## config.mk

```make
export PLATFORM = sky130hd
export DESIGN_NAME = swm_ctrl
export DESIGN_NICKNAME = d
export VERILOG_FILES = /design/src/rtl/swm_pkg.sv /design/src/rtl/swm_ctrl.sv
export SDC_FILE = /design/constraint.sdc
export NUM_CORES = 1
export LEC_CHECK = 0
export BUFFER_PORTS_ARGS = -buffer_cell sky130_fd_sc_hd__buf_2
export CAP_MARGIN = 20
export CELL_PAD_IN_SITES_DETAIL_PLACEMENT = 2
export CELL_PAD_IN_SITES_GLOBAL_PLACEMENT = 2
export CORE_MARGIN = 2
export CORE_UTILIZATION = 32
export DETAILED_ROUTE_END_ITERATION = 16
export PLACE_DENSITY = 0.9
export REMOVE_ABC_BUFFERS = 1
export SYNTH_ARGS = -nofsm -noshare
export SYNTH_HDL_FRONTEND = slang
export SYNTH_SLANG_ARGS = --single-unit
```

## constraint.sdc

```tcl
create_clock -name clk_i -period 2.8 [get_ports clk_i]
set_input_delay 0.42 -clock clk_i [delete_from_list [all_inputs] [get_ports clk_i]]
set_output_delay 0.42 -clock clk_i [all_outputs]
set_load 0.005 [all_outputs]
```

## src/rtl/swm_pkg.sv

```systemverilog
`timescale 1ns / 1ps

package swm_pkg;

  // Window capacity and sample format.
  localparam int WindowMax  = 64;
  localparam int SampleBits = 16;
  localparam int IdxBits    = $clog2(WindowMax);
  localparam int LenBits    = 7;

  localparam logic [LenBits-1:0] LenReset = 7'd3;

  // Register decode uses the word address bit above the byte offset.
  localparam logic RegWindowLen = 1'b0;

  typedef logic signed [SampleBits-1:0] sample_t;

  typedef enum logic [1:0] {
    StIdle,
    StLoad,
    StCmp,
    StSel
  } state_e;

  // Control shared by every cell of the chain.
  typedef struct packed {
    logic               shift;
    logic               load;
    logic               cmp;
    logic [LenBits-1:0] len;
    logic [IdxBits-1:0] target;
  } ctl_t;

endpackage

```

## src/rtl/swm_ctrl.sv

```systemverilog
`timescale 1ns / 1ps

module swm_ctrl (
  input  logic                        clk_i,
  input  logic                        rst_ni,
  input  logic                        accept_i,
  input  logic                        out_free_i,
  input  logic [swm_pkg::LenBits-1:0] window_len_i,
  output logic                        ready_o,
  output logic                        out_load_o,
  output swm_pkg::ctl_t               ctl_o
);
  import swm_pkg::*;

  state_e             state_q;
  state_e             state_d;
  logic [IdxBits-1:0] cnt_q;
  logic [IdxBits-1:0] cnt_d;
  logic [LenBits-1:0] fill_q;
  logic [LenBits-1:0] fill_d;
  logic [LenBits-1:0] len_eff;
  logic [LenBits-1:0] len_m1;
  logic               full;

  // A length of zero behaves as one; lengths above capacity saturate.
  always_comb begin
    if (window_len_i == '0) begin
      len_eff = LenBits'(1);
    end else if (window_len_i > LenBits'(WindowMax)) begin
      len_eff = LenBits'(WindowMax);
    end else begin
      len_eff = window_len_i;
    end
  end

  assign len_m1 = len_eff - LenBits'(1);
  assign full   = fill_q >= len_eff;

  always_comb begin
    state_d = state_q;
    case (state_q)
      StIdle: begin
        if (accept_i) state_d = StLoad;
      end
      StLoad: begin
        state_d = full ? StCmp : StIdle;
      end
      StCmp: begin
        if (cnt_q == '1) state_d = StSel;
      end
      StSel: begin
        if (out_free_i) state_d = StIdle;
      end
      default: state_d = StIdle;
    endcase
  end

  always_comb begin
    ready_o      = 1'b0;
    out_load_o   = 1'b0;
    ctl_o        = '0;
    ctl_o.shift  = accept_i;
    ctl_o.len    = len_eff;
    ctl_o.target = len_m1[IdxBits:1];
    case (state_q)
      StIdle:  ready_o    = 1'b1;
      StLoad:  ctl_o.load = 1'b1;
      StCmp:   ctl_o.cmp  = 1'b1;
      StSel:   out_load_o = out_free_i;
      default: ready_o    = 1'b0;
    endcase
  end

  assign cnt_d  = (state_q == StCmp) ? cnt_q + IdxBits'(1) : '0;
  assign fill_d = (accept_i && (fill_q < LenBits'(WindowMax))) ? fill_q + LenBits'(1) : fill_q;

  always_ff @(posedge clk_i or negedge rst_ni) begin
    if (!rst_ni) begin
      state_q <= StIdle;
      cnt_q   <= '0;
      fill_q  <= '0;
    end else begin
      state_q <= state_d;
      cnt_q   <= cnt_d;
      fill_q  <= fill_d;
    end
  end

`ifndef SYNTHESIS
  a_sel_needs_full: assert property (@(posedge clk_i) disable iff (!rst_ni)
    (state_q == StSel) |-> full)
    else $error("median selected from a window that is not full");

  a_cmp_full_sweep: assert property (@(posedge clk_i) disable iff (!rst_ni)
    ((state_q == StCmp) && (cnt_q != '1)) |=> (state_q == StCmp))
    else $error("rank sweep ended before every sample passed each cell");
`endif

endmodule

```

; Word level (Yosys, flattened, before mapping)
; Cells that the tools add are included.
; Widths: inputs -> output; s select.
[word_totals]
reg_bits = 15
input_bits = 11
[classes]
n_addsub = 3
n_lt_le_gt_ge = 3
eq_ne = 7
muxes = 12
n_reduce_logical = 4
[ops]
columns = operator, n
row1 = $mux 7, 2
row2 = $mux 2, 4
row3 = $pmux 2 s4, 1
row4 = $add 7x1->7 const B, 1
row5 = $ge 7x7->1, 1
row6 = $gt 7x7->1 const B, 1
row7 = $logic_not 7->1, 1
row8 = $lt 7x7->1 const B, 1
row9 = $sub 7x1->7 const B, 1
row10 = $add 6x1->6 const B, 1
row11 = $eq 6x6->1 const B, 1
row12 = $mux 6, 1
row13 = $ne 2x2->1 const B, 3
row14 = $eq 2x2->1 const B, 2
row15 = $mux 1, 4
row16 = $reduce_and 3->1, 1
row17 = $eq 2x1->1 const B, 1
row18 = $logic_not 2->1, 1
row19 = $logic_and 1x1->1, 1

; Depth between registers and ports, before layout
; Gate-level depths: netlist of the first run.
[depth]
depth_word = 6
depth_mapped = 9
ltp_nobuf = 9

; Least setup slack after synthesis of the first run
; No wires, ideal clock.
[synth_timing]
path_kind = input port to output port
startpoint = in window_len_i[3] (netlist name)
endpoint = out ctl_o[3] (netlist name)
t_arrival_ns = 1.452
t_required_ns = 2.380
setup_slack_ns = 0.928
stages = 6
path_cell_list = nor3_2 nor3b_2 o21ai_1 ha_1 nor3b_1 o21ai_0
[synth_rtl]
columns = item, line_no
row1 = from (decl), swm_ctrl.sv:8  ; input logic [swm_pkg::LenBits-1:0] window_len_i,
row2 = to (decl), swm_ctrl.sv:11  ; output swm_pkg::ctl_t ctl_o

==> key figures, run 1 <==
Setup path
  – Worst setup EP type: output port
  – Req. time, crit path: 2.38 ns
  – Crit-path max FO: 5
  – CP startpoint kind: primary input
  – Crit path kind: primary input to output port
  – Worst EP arrival: about 2.0 ns
  – FF-to-FF setup slack: 1.36 ns

Synthesis
  – Sequential share of the synthesized area: between 30% and 40%
  – Async S/R FF share, synth: 100%
  – Mean area per synthesized cell: between 9 and 10 µm²
  – Mapped Cells: roughly 110
  – Synth cell types: 32
  – Number of synthesized flops with an enable pin: 0
  – Top FF cell, synth: dfrtp_1
  – Synth Warn #: 0
  – FF+latch count, synth: 15
  – Synth Cell Area: 1000 µm²

Clock tree
  – Post-CTS Resized: 0
  – TritonCTS clock tree: yes
  – Clock Sinks: 15
  – Setup Buffers After CTS: 0
  – Root Buffer: clkbuf_4
  – Clk Latency, worst-skew pair: ~0.28 ns
  – TritonCTS Buffers: 3
  – Clock tree buffer depth: 2
  – # hold bufs at CTS: 0
  – H-Tree Depth: 1
  – CTS clk-pin slew, worst paths: roughly 0.090 ns

Routing
  – Drt pass-1 iters: 2
  – Iteration-0 DRC Markers: 17
  – Mean routed wirelength per cell: 15.0 µm
  – Via-per-instance ratio: 5.01
  – Final ANT Viol Nets: 0
  – DR vias: approximately 870
  – Residual DRC count: 0
  – Routed WL: ~2.6 mm

Timing
  – Tcrit/Tclk final: approximately 90%
  – RSZ-0062 raised after global routing: no
  – Setup TNS Final: 0 ns
  – Endpoints failing hold: 0
  – Final setup viols: 0
  – Max Clock Skew: 0.000831 ns
  – Slew Limit Headroom: between 70% and 80%
  – Min Tclk post-route: approximately 2.5 ns
  – Worst slew pin tran: about 0.35 ns
  – Slew Limit Fails: 0
  – Fmax: 407 MHz

Finish
  – Antenna fix cells: 0
  – Multi-input combinational cell area: 563 µm²
  – FILL cells: 355
  – Register area: ~380 µm²
  – Post-route cell area: ~1200 µm²
  – Layout cells sized above 1: between 20% and 30%
  – Final Util: about two fifths
  – Layout net count: roughly 160
  – Area growth syn-to-layout: 19.3%

Global route
  – First-pass GRT wire length: 4.60 mm
  – GRT Total Usage: 16.9%
  – Antenna violations before repair: 0
  – Largest net degree at the start of global routing: 16
  – Total gr overflow: 0
  – Vias in the first global route: 962

Floorplanning
  – IO Pins: 29
  – Rows: 20
  – Initial core utilization: about a third
  – Die W: 59.9 µm
  – Die Y-Extent: roughly 60 µm
  – Die area: 3590 µm²
  – Core ar.: between 3000 and 4000 µm²

Flow run
  – Max-Cap Viols: 0

Placed design
  – I/O Buffers: 28
  – HPWL after DPL: between 2 and 2.5 mm
  – Placed Area: ~1200 µm²
  – Placer Congestion: between 0.7 and 0.8

Run status
  – Status: finished clean

Pwr
  – Peak supply drop: ~320 µV
  – Leakage: 0.000642 µW
  – PwrDens: between 700 and 800 nW/µm²

Hold path
  – HP Class: primary input to asynchronous set/reset pin
[report_power, final]
group	internal, µW	total, µW	leakage, µW	switching [µW]
Clock	53.0	122	0.0000177	69.5
Combinational	175	350	0.000432	174
Sequential	291	402	0.000193	110
Total	520	874	0.000642	354
[registers in the layout, summed over array words and instances (netlist names), named ones only]
signal / flops
fill_q: 7
cnt_q: 6
state_q: 1
[cell usage in the layout (no fill, tap or decap), types with 2 or more instances in the layout]
cell / n
buf_2: 28
nand2_1: 15
dfrtp_1: 15
inv_1: 12
nor2_1: 11
ha_1: 10
xnor2_1: 6
nand4_1: 4
o21ai_0: 4
xor2_1: 4
nand3_1: 3
a21oi_1: 3
clkbuf_4: 3
nor2b_1: 2
and3_1: 2
a21o_1: 2
[metrics by stage]
step / instances / worst slack, ns / power (µW) / hold WS (ns)
3_3_place_gp: 169 / 0.630 / 725 / 0.337
3_5_place_dp: 169 / 0.374 / 764 / 0.347
6_report: 173 / 0.344 / 874 / 0.0337
4_1_cts: 173 / 0.344 / 891 / 0.0340
5_1_grt: 173 / 0.258 / 985 / 0.0246
2_1_floorplan: 108 / 0.919 / 619 / 0.124
[area by class of cell]
cell class                 instances  area share [%]
timing repair buffer              28            11.8
inverter                          12            3.78
sequential                        15            31.5
tap                               33            3.46
multi-input combinational         81            47.2
clock inverter                     1           0.420
clock buffer                       3            1.89
[cells in the mapped netlist (all sizes together), types with 3 or more instances]
cell | instances | share of area [%]
a21oi | 3 | 1.5
nor2 | 12 | 4.8
xnor2 | 6 | 5.3
ha | 10 | 13
xor2 | 4 | 3.5
nand4 | 5 | 4.6
nand2 | 15 | 5.6
nand3 | 3 | 1.5
dfrtp | 15 | 38
o21ai | 5 | 2.5
inv | 12 | 4.5
nor2b | 3 | 2.6
[layer usage]
layer	track usage [%]	up-vias	routed length, µm
met1	21.3	433	1140
li1	-	426	-
met3	4.11	0	56
met2	30.1	7	1390
met5	0	-	0
met4	1.90	0	0
[critical path, stage by stage]
cell and delay (ns):
buf_2 0.13, nor3_2 0.32, nor3b_2 0.25, o21ai_1 0.10, ha_1 0.30, nor3b_1 0.17, o21ai_0 0.18, buf_2 0.15
[path summary, 6_finish.rpt]
path	start	to	cells past startpoint
setup / recovery	window_len_i[3]	ctl_o[3]	8
hold / removal	rst_ni	state_q[0]	1
setup reg to reg	fill_q[2]	register	5
hold reg to reg	cnt_q[0]	cnt_q[0]	1
max in group asynchronous	rst_ni	cnt_q[2]	1
min in group clk_i	out_free_i	state_q[0]	2
[cells by family after synthesis]
group	share of synthesized area, %
and+or+nand+nor	25.2
buffers and inverters	6.13
DFF	37.5
AOI/OAI and AO/OA	7.76
xor gates and xnor gates	8.76
adders and majority gates	12.5
muxes	2.13
Note: power is estimated with default switching activity, not from simulation.
==> run 2, diff against run 1 <==
--- a/config.mk
+++ b/config.mk
@@ -11,6 +11,7 @@
 export CELL_PAD_IN_SITES_GLOBAL_PLACEMENT = 2
 export CORE_MARGIN = 2
 export CORE_UTILIZATION = 32
+export CTS_BUF_LIST = sky130_fd_sc_hd__clkbuf_16
 export DETAILED_ROUTE_END_ITERATION = 16
 export PLACE_DENSITY = 0.9
 export REMOVE_ABC_BUFFERS = 1
==> run 2 against run 1 <==
Compared with the run above:
- worst setup slack worse by 0.046 ns
- highest routed layer is now met4
- clock power grew 130%
- die area unchanged
- sequential power up 2%
- critical endpoint unchanged
- critical path depth unchanged
- critical path type unchanged
==> key figures, run 2 (same netlist as run 1, synthesis figures left out) <==
Run status
  – Status: finished clean

Global route
  – Largest net degree at the start of global routing: 16 (unchanged)
  – GRT Total Usage: 19.6% (+2.7 points)
  – Antenna violations before repair: 0 (unchanged)
  – First-pass GRT wire length: 5.14 mm (+12%)
  – Vias in the first global route: 1,026 (+6.7%)
  – Total gr overflow: 0 (unchanged)

Finish
  – Commonest cells after routing, fill and taps aside: buf_2, nand2_1, dfrtp_1
  – Multi-input combinational cell area: 563 µm² (unchanged)
  – Layout cells sized above 1: 27.1% (unchanged)
  – Final Util: 41.5% (+1.7 points)
  – Largest Register: fill_q
  – FILL cells: 349 (-1.7%)
  – Antenna fix cells: 0 (unchanged)
  – Top Registers: fill_q (7), cnt_q (6), state_q (1)
  – Layout net count: 162 (unchanged)
  – Area growth syn-to-layout: 24.5%
  – Post-route cell area: 1240 µm² (+4.4%)
  – Commonest non-fill, non-tap cell in the layout: buf_2
  – Non-filler cells, final: 173 (unchanged)
  – Max FFs per register: 7 (unchanged)
  – Register area: 375 µm² (unchanged)

Setup path
  – Biggest cell delay along the critical path: 0.30 ns (-0.02 ns)
  – Crit-path cells: buf_2, nor3_2, nor3b_2, o21ai_1, ha_1, nor3b_1, o21ai_0, buf_2
  – Crit path top cell by count: buf_2
  – Worst EP arrival: 2.08 ns (+0.04 ns)
  – Crit path kind: primary input to output port
  – Req. time, crit path: 2.38 ns (about the same)
  – Crit-path max FO: 5 (unchanged)
  – CP startpoint kind: primary input
  – Slowest CP cell: nor3_2
  – Worst setup EP type: output port

Timing
  – Tcrit/Tclk final: 89.4% (+1.6 points)
  – Min Tclk post-route: 2.50 ns (+0.0457 ns)
  – Slew Limit Fails: 0 (unchanged)
  – Worst slew pin tran: 0.382 ns (+0.0299 ns)
  – Max Clock Skew: 0.00160 ns (+0.000769 ns)
  – Fmax: 400 MHz (-1.8%)
  – Slew Limit Headroom: 74.5% (-2.0 points)
  – Endpoints failing hold: 0 (unchanged)
  – Setup TNS Final: 0 ns (unchanged)
  – RSZ-0062 raised after global routing: no
  – Worst Slack Setup Final: 0.298 ns (-0.0457 ns)
  – Final setup viols: 0 (unchanged)

Placed design
  – HPWL after DPL: 2.18 mm (unchanged)
  – Pre-CTS setup slack: 0.374 ns (unchanged)
  – Placed insts: 169 (unchanged)
  – Placed Area: 1160 µm² (unchanged)
  – Placer Congestion: 0.762 (unchanged)
  – I/O Buffers: 28 (unchanged)

Floorplanning
  – Die W: 59.9 µm (unchanged)
  – Die Y-Extent: 59.9 µm (unchanged)
  – IO Pins: 29 (unchanged)
  – Core ar.: 3000 µm² (unchanged)
  – Initial core utilization: 33.3% (unchanged)
  – Die area: 3590 µm² (unchanged)
  – Rows: 20 (unchanged)

Routing
  – Via-per-instance ratio: 5.13 (+2.4%)
  – Iteration-0 DRC Markers: 22 (+5)
  – Residual DRC count: 0 (unchanged)
  – DR vias: 887 (+2.4%)
  – Drt pass-1 iters: 4 (+2)
  – Final ANT Viol Nets: 0 (unchanged)
  – Mean routed wirelength per cell: 17.1 µm (+14%)
  – Routed WL: 2.96 mm (+14%)

Hold path
  – HP Class: primary input to asynchronous set/reset pin

Clock tree
  – Clock tree buffer depth: 2 (unchanged)
  – Root Buffer: clkbuf_16
  – TritonCTS Buffers: 3 (unchanged)
  – Clock Sinks: 15 (unchanged)
  – # hold bufs at CTS: 0 (unchanged)
  – Clk Latency, worst-skew pair: 0.25 ns (-0.03 ns)
  – Post-CTS Resized: 0 (unchanged)
  – CTS clk-pin slew, worst paths: 0.05 ns (-0.04 ns)
  – Setup Buffers After CTS: 0 (unchanged)
  – TritonCTS clock tree: yes
  – H-Tree Depth: 1 (unchanged)

Pwr
  – Peak supply drop: 362 µV (+13%)
  – Leakage: 0.000666 µW (+3.6%)
  – PwrDens: 855 nW/µm² (+17%)

Flow run
  – Max-Cap Viols: 0 (unchanged)
run 2: cell counts in the layout (fill, tap and decap cells not counted):
Identical to the previous run, type by type.
run 2: routing by layer:
metal	part of all wire [%]	routed length [µm]	vias to the layer above	track usage, %
li1	-	-	428	-
met1	44	1290	444	23.7
met2	53	1550	10	34.8
met3	2.3	67	5	3.90
met4	1.4	42	0	5.71
met5	0	0	-	0
run 2: power by group:
| group | leakage [µW] | internal [µW] | switching, µW |
|---|---|---|---|
| logic | 0.000432 | 177 | 189 |
| clock network | 0.0000409 | 191 | 94.6 |
| registers | 0.000193 | 292 | 120 |
| total | 0.000666 | 661 | 403 |
run 2: cell type report:
class | count | area share (%)
tap | 33 | 3.32
clock buffer | 3 | 6.03
inverter | 12 | 3.62
multi-input combinational | 81 | 45.2
clock inverter | 1 | 0.402
timing repair buffer | 28 | 11.3
sequential | 15 | 30.2
run 2: worst paths after layout:
path / from / endpoint / slack (ns) / cells past startpoint
max in group asynchronous: rst_ni / fill_q[1] / 2.44 / 1
worst min register to register: cnt_q[0] / cnt_q[0] / 0.48 / 1
worst max register to register: fill_q[2] / register / 1.34 / 5
worst max-delay path: window_len_i[3] / ctl_o[3] / 0.30 / 8
worst min-delay path: rst_ni / state_q[0] / 0.09 / 1
min in group clk_i: out_free_i / state_q[0] / 0.38 / 2
run 2: stage by stage:
step           total power [µW]  hold slack (ns)
6_report                   1060           0.0854
3_3_place_gp                725            0.337
5_1_grt                    1160            0.100
2_1_floorplan               619            0.124
4_1_cts                    1080           0.0907
3_5_place_dp                764            0.347
run 2: worst max-delay path, delay by kind of cell:
kind	cells	cell delay, ns
adders and majority gates	1	0.29
AOI/OAI and AO/OA	2	0.33
and+or+nand+nor	3	0.72
buffers and inverters	2	0.30
