$ cat config.mk
export PLATFORM = sky130hd
export DESIGN_NAME = swm_cell
export DESIGN_NICKNAME = d
export VERILOG_FILES = /design/src/rtl/swm_pkg.sv /design/src/rtl/swm_cell.sv
export SDC_FILE = /design/constraint.sdc
export NUM_CORES = 1
export LEC_CHECK = 0
export BUFFER_PORTS_ARGS = -buffer_cell sky130_fd_sc_hd__buf_2
export CAP_MARGIN = 15
export CELL_PAD_IN_SITES_DETAIL_PLACEMENT = 1
export CELL_PAD_IN_SITES_GLOBAL_PLACEMENT = 1
export CORE_ASPECT_RATIO = 0.8
export CORE_UTILIZATION = 34
export DETAILED_ROUTE_END_ITERATION = 10
export PLACE_DENSITY_LB_ADDON = 0.2
export SYNTH_ARGS = -nofsm -noshare
export SYNTH_HDL_FRONTEND = slang
export SYNTH_SLANG_ARGS = --single-unit
export TNS_END_PERCENT = 5
$ cat constraint.sdc
create_clock -name clk_i -period 2.2 [get_ports clk_i]
set_input_delay 0.55 -clock clk_i [delete_from_list [all_inputs] [get_ports clk_i]]
set_output_delay 0.55 -clock clk_i [all_outputs]
set_load 0.02 [all_outputs]
$ cat src/rtl/swm_pkg.sv
`timescale 1ns / 1ps

package swm_pkg;

  // Window capacity and sample format.
  localparam int WindowMax  = 64;
  localparam int SampleBits = 16;
  localparam int IdxBits    = $clog2(WindowMax);
  localparam int LenBits    = 7;

  localparam logic [LenBits-1:0] LenReset = 7'd3;

  // Register decode uses the word address bit above the byte offset.
  localparam logic RegWindowLen = 1'b0;

  typedef logic signed [SampleBits-1:0] sample_t;

  typedef enum logic [1:0] {
    StIdle,
    StLoad,
    StCmp,
    StSel
  } state_e;

  // Control shared by every cell of the chain.
  typedef struct packed {
    logic               shift;
    logic               load;
    logic               cmp;
    logic [LenBits-1:0] len;
    logic [IdxBits-1:0] target;
  } ctl_t;

endpackage

$ cat src/rtl/swm_cell.sv
`timescale 1ns / 1ps

module swm_cell (
  input  logic                        clk_i,
  input  swm_pkg::ctl_t               ctl_i,
  input  logic [swm_pkg::IdxBits-1:0] idx_i,
  input  swm_pkg::sample_t            data_i,
  input  swm_pkg::sample_t            probe_i,
  input  logic [swm_pkg::IdxBits-1:0] probe_idx_i,
  output swm_pkg::sample_t            data_o,
  output swm_pkg::sample_t            probe_o,
  output logic [swm_pkg::IdxBits-1:0] probe_idx_o,
  output logic                        hit_o
);
  import swm_pkg::*;

  sample_t            data_q;
  sample_t            probe_q;
  logic [IdxBits-1:0] pidx_q;
  logic [IdxBits-1:0] rank_q;
  logic [IdxBits-1:0] rank_d;
  logic               probe_in_win;
  logic               probe_lower;

  // A passing sample ranks below this one if it is smaller, or equal and newer.
  assign probe_in_win = {1'b0, pidx_q} < ctl_i.len;
  assign probe_lower  = (probe_q < data_q) || ((probe_q == data_q) && (pidx_q < idx_i));
  assign rank_d       = rank_q + {{(IdxBits-1){1'b0}}, probe_in_win & probe_lower};

  always_ff @(posedge clk_i) begin
    if (ctl_i.shift) begin
      data_q <= data_i;
    end
    if (ctl_i.load) begin
      probe_q <= data_q;
      pidx_q  <= idx_i;
      rank_q  <= '0;
    end else if (ctl_i.cmp) begin
      probe_q <= probe_i;
      pidx_q  <= probe_idx_i;
      rank_q  <= rank_d;
    end
  end

  assign data_o      = data_q;
  assign probe_o     = probe_q;
  assign probe_idx_o = pidx_q;
  assign hit_o       = ({1'b0, idx_i} < ctl_i.len) && (rank_q == ctl_i.target);

endmodule

======== Yosys cells after proc, flatten, opt, wreduce, memory -nomap -nowiden ========
Cells that the tools add are included.
word-level totals
  register bits after elaboration ......... 44
  output and inout bits ................... 39
  logic and storage cells ................. 20
operators by class
  add/sub/neg operators ................... 1
  magnitude comparators ................... 4
  equality and inequality tests ........... 2
  muxes and demuxes ....................... 4
  bitwise operators ....................... 1
  reductions and logical operators ........ 4
operator list
  operator                     number
  2-to-1 mux 16 bit            2
  equality test 16 bit         1
  < comparator 16 bit          1
  < comparator 6 x 7 -> 1 bit  2
  2-to-1 mux 6 bit             2
  adder 6 x 1 -> 6 bit         1
  equality test 6 bit          1
  < comparator 6 bit           1
  logical AND 1 bit            2
  nonzero test 2 bit           1
  bitwise AND 1 bit            1
  logical OR 1 bit             1

======== Depth between registers and ports, before layout ========
Gate-level depths: netlist of the first run.
  word-level depth ........................ 5
  depth in mapped cells ................... 13

======== Least setup slack after synthesis of the first run ========
Ideal clock, no wire load.
  path kind ............................... register -> register
  start ................................... register data_q[5], in the netlist data_o[5]
  end ..................................... register rank_q[5]
  library setup time ...................... 70 ps
  arrival time ............................ 2,483 ps
  required time ........................... 2,130 ps
  path slack .............................. -353 ps
  cell stages (with the launch flop) ...... 13
  cells stage by stage .................... edfxtp_1 > inv_1 > ha_1 > a211o_1 > o211ai_1 > a32oi_1 > nand2_1 > mux2i_1 > o22a_1 > ha_1 > nand4_1 > or3_1 > a21oi_1
on the way
  cells in the longest elaborated chain, start to end .. 5
ends and longest elaborated chain
  element                                                      line            RTL
  from (decl)                                                  swm_cell.sv:17  sample_t data_q;
  from (signal assigned)                                       swm_cell.sv:32  data_q <= data_i;
  branches (longest 2 deep; another with < comparator 16 bit)  n/a
  logical OR 1 bit *                                           swm_cell.sv:27  assign probe_lower = (probe_q < data_q) || ((probe_q == data_q) && (pidx_q < idx_i));
  bitwise AND 1 bit *                                          swm_cell.sv:28  assign rank_d = rank_q + {{(IdxBits-1){1'b0}}, probe_in_win & probe_lower};
  adder 6 x 1 -> 6 bit *                                       swm_cell.sv:28
  to (signal assigned)                                         swm_cell.sv:41  rank_q <= rank_d;
  to (decl)                                                    swm_cell.sv:20  logic [IdxBits-1:0] rank_q;
Mark *: on every way between the ends.
A chain may end at the register's enable or synchronous reset.

======== Final worst setup path of the first run ========
  start ................................... register probe_q[15], in the netlist probe_o[15]
  end ..................................... register rank_q[5]
on the way
  cells in the longest elaborated chain, start to end .. 5
ends and longest elaborated chain
  element                                                      line            RTL
  from (decl)                                                  swm_cell.sv:18  sample_t probe_q;
  from (signal assigned)                                       swm_cell.sv:35  probe_q <= data_q;
  from (signal assigned)                                       swm_cell.sv:39  probe_q <= probe_i;
  branches (longest 2 deep; another with < comparator 16 bit)  n/a
  logical OR 1 bit *                                           swm_cell.sv:27
  bitwise AND 1 bit *                                          swm_cell.sv:28
  adder 6 x 1 -> 6 bit *                                       swm_cell.sv:28
Marks and branches as above.

==> out/qor.csv, run 1 <==
stage,metric,value,unit
run_status,status,finished with violations,
run_status,failing checks,negative setup slack,
final_layout,Layout area overhead,38.7,%
clock_tree,CTS buffer count,5,
floorplanning,# IOs,100,
global_route,largest net degree at the start of global routing,23,
global_route,GRT Overall Usage,16.4,%
worst_setup_path,endpoint class of the critical path,flip-flop,
sta,setup TNS,-1.77,ns
synth,Synth Cell Area,2510,um2
synth,synthesized net count,296,
power,total power,2.16,mW
route,Starting DRT DRC Count,36,
synth,synth unique cells,36,
synth,synth warn,0,
sta,Final Hold Slack,0.428,ns
sta,Slew headroom,61.6,%
global_route,first-pass GRT wire length,9890,um
route,Post-DRT Antenna Nets,0,
sta,Fmax,0.395,GHz
floorplanning,die area,7750,um2
worst_setup_path,Worst Path Required,2.43,ns
floorplanning,CORE AREA,7030,um2
floorplanning,initial core utilization,35.8,%
place,GPL Wtd Cong,0.745,
synth,Area contributors post-synth,"edfxtp_1 45%, ha_1 16%, mux2_2 9.9%, dfxtp_1 4.8%, inv_1 4.5%",
route,detailed-route via count,1960,
worst_setup_path,worst-path fanout max,3,
sta,setup violators final,7,
clock_tree,clock root cell,clkbuf_8,
power,Worst VDD drop,0.334,mV
floorplanning,Die X,98.2,um
sta,Setup Skew,0.00854,ns
synth,share of the synthesized area in the top cell type,45.4,%
clock_tree,H-tree depth,2,
route,via/cell ratio,4.59,
final_layout,nets@finish,432,
place,Port Buffers,99,
global_route,vias in the first global route,2107,
sta,Slew Limit Fails,0,
final_layout,fillers,798,
clock_tree,Worst-path clk slew,0.09,ns
floorplanning,num rows,27,
clock_tree,clk_lat worst skew,0.29,ns
synth,sequential area share after synthesis,50.1,%
synth,average size of a mapped cell,12.5,um2
sta,crit share post-route,115,%
route,Pre-Repair DR Iteration Count,6,
power,P_leak,1.69,nW
place,detailed placer's ending HPWL,4940,um
synth,largest area contributor in the netlist,edfxtp_1,
final_layout,share of layout cells above drive strength 1,50.1,%
route,Residual DRC,0,
synth,Cells after Synth,202,
worst_setup_path,kind of critical path,reg2reg,
sta,unrepaired setup endpoints after global routing,true,
sta,fin crit period,2.53,ns
clock_tree,CTS tree,yes,
clock_tree,Sink Count,44,
place,dpl ws,-0.527,ns
worst_setup_path,arrival time of the worst setup path,2.76,ns
global_route,antenna violations before repair,0,
floorplanning,Die Span Y,78.9,um
hold_path,Hold Crit Class,in2reg,
route,Routed Wire Length,6110,um
synth,Seq cells post-synth,44,
sta,final hold violation count,0,
global_route,total gr overflow,0,
power,PwrDens,618,nW/um2
route,routed length per instance,14.3,um
sta,PnR worst setup slack,-0.330,ns
clock_tree,cts hold-fix bufs,0,
flow_run,Max-cap violations,0,
worst_setup_path,crit path launch type,flip-flop,
sta,worst slew pin tran,0.576,ns
clock_tree,CTS max path bufs,2,
final_layout,"Core Util, Final",49.6,%
## cell usage after synthesis
library cell and number:
clkbuf_1 1, nor3_2 1, edfxtp_1 38, buf_2 3, nand2_1 6, dfxtp_1 6
a32oi_1 1, a211oi_2 1, a211oi_1 1, o211ai_1 3, nor4_1 1, o2111ai_1 1
a211o_1 1, nand4_1 6, inv_1 30, and4_1 1, mux2i_1 3, mux2_2 22
xor2_1 3, nor2_1 8, nand2b_1 2, or3_1 1, or2_2 1, a21oi_1 6
a21o_1 5, a221o_1 1, ha_1 33, nand3_1 1, a21boi_0 1, and2_1 1
nor2b_1 1, nand4b_1 1, xnor2_1 6, nor4b_1 1, o22a_1 1, o21ai_0 3
## worst max-delay path, cell delays in order, from the launching register on
cell and delay [ns]:
edfxtp_1 0.43, ha_4 0.30, and4_1 0.21, nand4_1 0.14, a32oi_1 0.19, nand2_1 0.09, mux2i_1 0.17, o22a_1 0.17
ha_2 0.18, nand4_1 0.10, or3_1 0.38, a21oi_2 0.12
## path summary, 6_finish.rpt
check	endpoint	startpoint	cells after the start	slack [ns]
setup / recovery	rank_q[5]	probe_o[15]	11	-0.33
hold / removal	data_o[0]	data_i[0]	1	0.43
setup reg to reg	rank_q[5]	probe_o[15]	11	-0.33
hold reg to reg	rank_q[5]	rank_q[5]	2	0.54
## cell families after synthesis
family,after synthesis,share of synthesized area [%]
DFF,44,50.1
buffers and inverters,34,5.22
adders and majority gates,33,16.4
and+or+nand+nor,32,6.97
AOI/OAI and AO/OA,25,7.07
muxes,25,11.0
xor gates and xnor gates,9,3.13
## metal layers
layer	vias up	global-route usage, %	wire length [um]
met5	-	0	0
met4	0	3.58	40
met3	5	3.43	275
met2	55	28.0	2870
met1	891	21.5	2930
li1	1009	-	-
## state kept, by name, indices dropped and copies added, names as in the netlist
register     count
probe_o         16
data_o          16
probe_idx_o      6
rank_q           6
## area by class of cell
type,instances,area [um2],share of cell area [%]
sequential,44,1260,36.2
clock buffer,8,90.1,2.58
multi-input combinational,124,1160,33.1
tap,87,109,3.12
antenna,1,2.50,0.0717
inverter,30,113,3.23
timing repair buffer,133,757,21.7
## layout by cell type, fill, tap and decap left out, drive strengths merged, types with 6 or more instances in the layout
cell	netlist	layout
nor2	8	8
dfxtp	6	6
clkbuf	1	8
mux2	22	22
ha	33	33
edfxtp	38	38
inv	30	30
nand2	6	6
a21oi	6	6
nand4	6	6
buf	3	133
xnor2	6	6
## per-stage QoR
stage | instance area, um2 | std cells
3_3_place_gp | 3340 | 416
3_5_place_dp | 3340 | 416
5_1_grt | 3490 | 426
2_1_floorplan | 2520 | 202
4_1_cts | 3470 | 425
6_report | 3490 | 427
## timing repair
action | CTS | global route
endpoints found under the setup margin | 7 | 7
pin swaps | 3 | 3
gates resized for setup | 4 | 4
setup buffers | 1 | 1
## power breakdown
part           switching (mW)  total (mW)  internal (mW)
combinational           0.298       0.596          0.298
clock                   0.269       0.526          0.257
sequential             0.0457        1.04          0.990
(Power assumes the default switching activity.)
==> run 2, diff against run 1 <==
==> constraint.sdc (replaced) <==
create_clock -name clk_i -period 2.2 [get_ports clk_i]
set_input_delay 0.55 -clock clk_i [delete_from_list [all_inputs] [get_ports clk_i]]
set_output_delay 0.55 -clock clk_i [all_outputs]
set_load 0.005 [all_outputs]
==> run 2 against run 1 <==
  * The flow finishes with violations (design-rule violations, negative setup slack)
  * Register-to-register slack got worse by 0.03 ns
  * Largest cell class unchanged
  * Flip-flop and latch count unchanged
  * Power is 0.83% higher
  * Critical endpoint is now rank_q[3]
==> out/qor.csv, run 2 (synthesis gave the netlist of run 1 again) <==
stage,metric,value,unit,change
flow_run,Max-cap violations,0,,unchanged
clock_tree,CTS max path bufs,2,,unchanged
sta,crit share post-route,117,%,+1.6 points
place,GPL Wtd Cong,0.756,,+1.5%
worst_setup_path,crit path launch type,flip-flop,,
clock_tree,CTS tree,yes,,
clock_tree,Sink Count,44,,unchanged
global_route,vias in the first global route,2129,,+1.0%
hold_path,Hold Crit Class,in2reg,,
worst_setup_path,Worst Path Required,2.38,ns,-0.05 ns
final_layout,Layout area overhead,39.2,%,
route,Post-DRT Antenna Nets,0,,unchanged
sta,fin crit period,2.56,ns,+0.0345 ns
sta,setup violators final,7,,unchanged
power,PwrDens,621,nW/um2,+0.47%
final_layout,ANT cells,0,,-1
final_layout,fillers,808,,+1.3%
floorplanning,Die Span Y,78.9,um,unchanged
sta,PnR worst setup slack,-0.364,ns,-0.0345 ns
worst_setup_path,FF-to-FF path depth,13,,+2
clock_tree,clock root cell,clkbuf_8,,
floorplanning,initial core utilization,35.8,%,unchanged
power,P_leak,1.70,nW,+0.77%
worst_setup_path,kind of critical path,reg2reg,,
floorplanning,die area,7750,um2,unchanged
route,Top Metal Used,met5,,
clock_tree,CTS buffer count,5,,unchanged
route,routed length per instance,14.0,um,-1.9%
final_layout,multi-input logic area,1150,um2,-0.54%
worst_setup_path,CP max stage delay,0.44,ns,about the same
final_layout,"most common cell after layout, fill and taps aside",buf_2,,
clock_tree,cts hold-fix bufs,0,,unchanged
route,via/cell ratio,4.65,,+1.4%
sta,unrepaired setup endpoints after global routing,true,,
final_layout,"Core Util, Final",49.8,%,+0.18 points
global_route,largest net degree at the start of global routing,23,,unchanged
route,Pre-Repair DR Iteration Count,7,,+1
worst_setup_path,RR Endpoint,rank_q[3],,
final_layout,register area,1260,um2,unchanged
run_status,status,finished with violations,,
final_layout,share of layout cells above drive strength 1,49.7,%,-0.44 points
sta,final hold violation count,0,,unchanged
place,Port Buffers,99,,unchanged
route,Residual DRC,7,,+7
power,total power,2.18,mW,+0.83%
global_route,antenna violations before repair,1,,+1
route,Starting DRT DRC Count,49,,+36%
route,detailed-route via count,1987,,+1.4%
sta,worst slew pin tran,0.590,ns,+0.0146 ns
worst_setup_path,reg-to-reg startpoint,probe_o[15],,
hold_path,Hold Crit Endpoint,data_o[5],,
sta,Slew headroom,60.7,%,-0.97 points
floorplanning,num rows,27,,unchanged
global_route,GRT Overall Usage,16.5,%,+0.10 points
place,detailed placer's ending HPWL,4780,um,-3.3%
global_route,total gr overflow,0,,unchanged
final_layout,most frequent cells in the layout,"99 x buf_2, 38 x edfxtp_1, 34 x buf_4, 31 x ha_1, 29 x inv_1",,
worst_setup_path,CP max stage cell,edfxtp_1,,
power,Worst VDD drop,0.296,mV,-11%
floorplanning,# IOs,100,,unchanged
sta,Slew Limit Fails,0,,unchanged
route,Routed Wire Length,6000,um,-1.9%
route,WL met3,369,um,+34%
hold_path,Hold Crit Depth,1,,unchanged
worst_setup_path,worst-path fanout max,3,,unchanged
final_layout,nets@finish,433,,+0.23%
sta,Fmax,0.390,GHz,-1.3%
floorplanning,Die X,98.2,um,unchanged
sta,Setup Skew,0.00857,ns,+0.0000276 ns
floorplanning,CORE AREA,7030,um2,unchanged
route,met2 routed WL,2810,um,-2.0%
run_status,failing checks,"design-rule violations, negative setup slack",,
route,met1 wire length,2730,um,-6.8%
clock_tree,H-tree depth,2,,unchanged
worst_setup_path,reg-to-reg setup timing slack,-0.36,ns,-0.03 ns
worst_setup_path,endpoint class of the critical path,flip-flop,,
clock_tree,Worst-path clk slew,0.09,ns,about the same
worst_setup_path,arrival time of the worst setup path,2.75,ns,about the same
hold_path,critical hold path startpoint,data_i[5],,
worst_setup_path,"Critical Path, Cell by Cell","ha_4, and4_4, nand4_1, a32oi_1, nand2_1, mux2i_1, o22a_1, ha_4, nand4_1, buf_4, buf_6, xor2_1, nor2_1",,
global_route,first-pass GRT wire length,9870,um,-0.20%
clock_tree,clk_lat worst skew,0.30,ns,about the same
run 2: cell count changes in the layout (fill, tap and decap cells not counted), sizes merged:
cell,before,now
diode,1,0
clkinv,0,2
clkbuf,8,5
bufinv,0,1
buf,133,134
run 2: per-layer routing:
metal / GRT usage [%] / vias to the layer above
met4: 4.93 / 2
met2: 28.6 / 58
met5: 0 / -
met1: 20.5 / 906
li1: - / 1011
met3: 3.96 / 10
run 2: worst max-delay path, delay by kind of cell (launching register included):
family / cells / cell delay (ns)
AND/OR/NAND/NOR: 5 / 0.60
flip-flops: 1 / 0.44
adder cells (fa/ha/maj): 2 / 0.44
AO/OA/AOI/OAI: 2 / 0.40
XOR/XNOR: 1 / 0.12
buffers and inverters: 2 / 0.26
multiplexers: 1 / 0.18
run 2: through the flow:
step,setup TNS (ns),cell area [um2],worst slack (ns),instances,hold WS (ns)
finish,-2.18,3500,-0.364,427,0.416
floorplan,-0.289,2520,-0.110,202,0.475
CTS,-2.18,3480,-0.370,425,0.405
detailed placement,-2.90,3340,-0.494,415,0.508
global route,-3.24,3500,-0.554,427,0.395
global placement,-2.49,3340,-0.432,415,0.491
run 2: area by class of cell:
| type | count | area share (%) |
|---|---|---|
| clock inverter | 3 | 1.07 |
| multi-input combinational | 124 | 32.8 |
| sequential | 44 | 36.0 |
| timing repair buffer | 134 | 21.8 |
| clock buffer | 5 | 1.97 |
| tap | 87 | 3.11 |
| inverter | 30 | 3.22 |
run 2: how the worst max path moves through the flow:
stage / start / to / slack (ns) / cells past startpoint
3_3_place_gp: idx_i[1] / rank_q[5] / -0.43 / 12
4_1_cts: probe_o[14] / rank_q[5] / -0.37 / 11
2_1_floorplan: probe_o[9] / rank_q[5] / -0.11 / 11
5_1_grt: data_o[15] / rank_q[5] / -0.55 / 12
6_report: probe_o[15] / rank_q[3] / -0.36 / 13
3_5_place_dp: idx_i[1] / rank_q[5] / -0.49 / 12
run 2: where the power goes:
group	switching (mW)	leakage [nW]	internal (mW)	total [mW]
sequential	0.0462	0.429	0.990	1.04
combinational	0.222	1.22	0.297	0.520
clock	0.288	0.0532	0.331	0.619
total	0.557	1.70	1.62	2.18
run 2: what timing repair did:
action	4_1_cts	5_1_grt
gates resized for setup	2	3
pin swaps	8	5
setup endpoints to repair	7	7
setup buffers	2	2
gates cloned	0	0
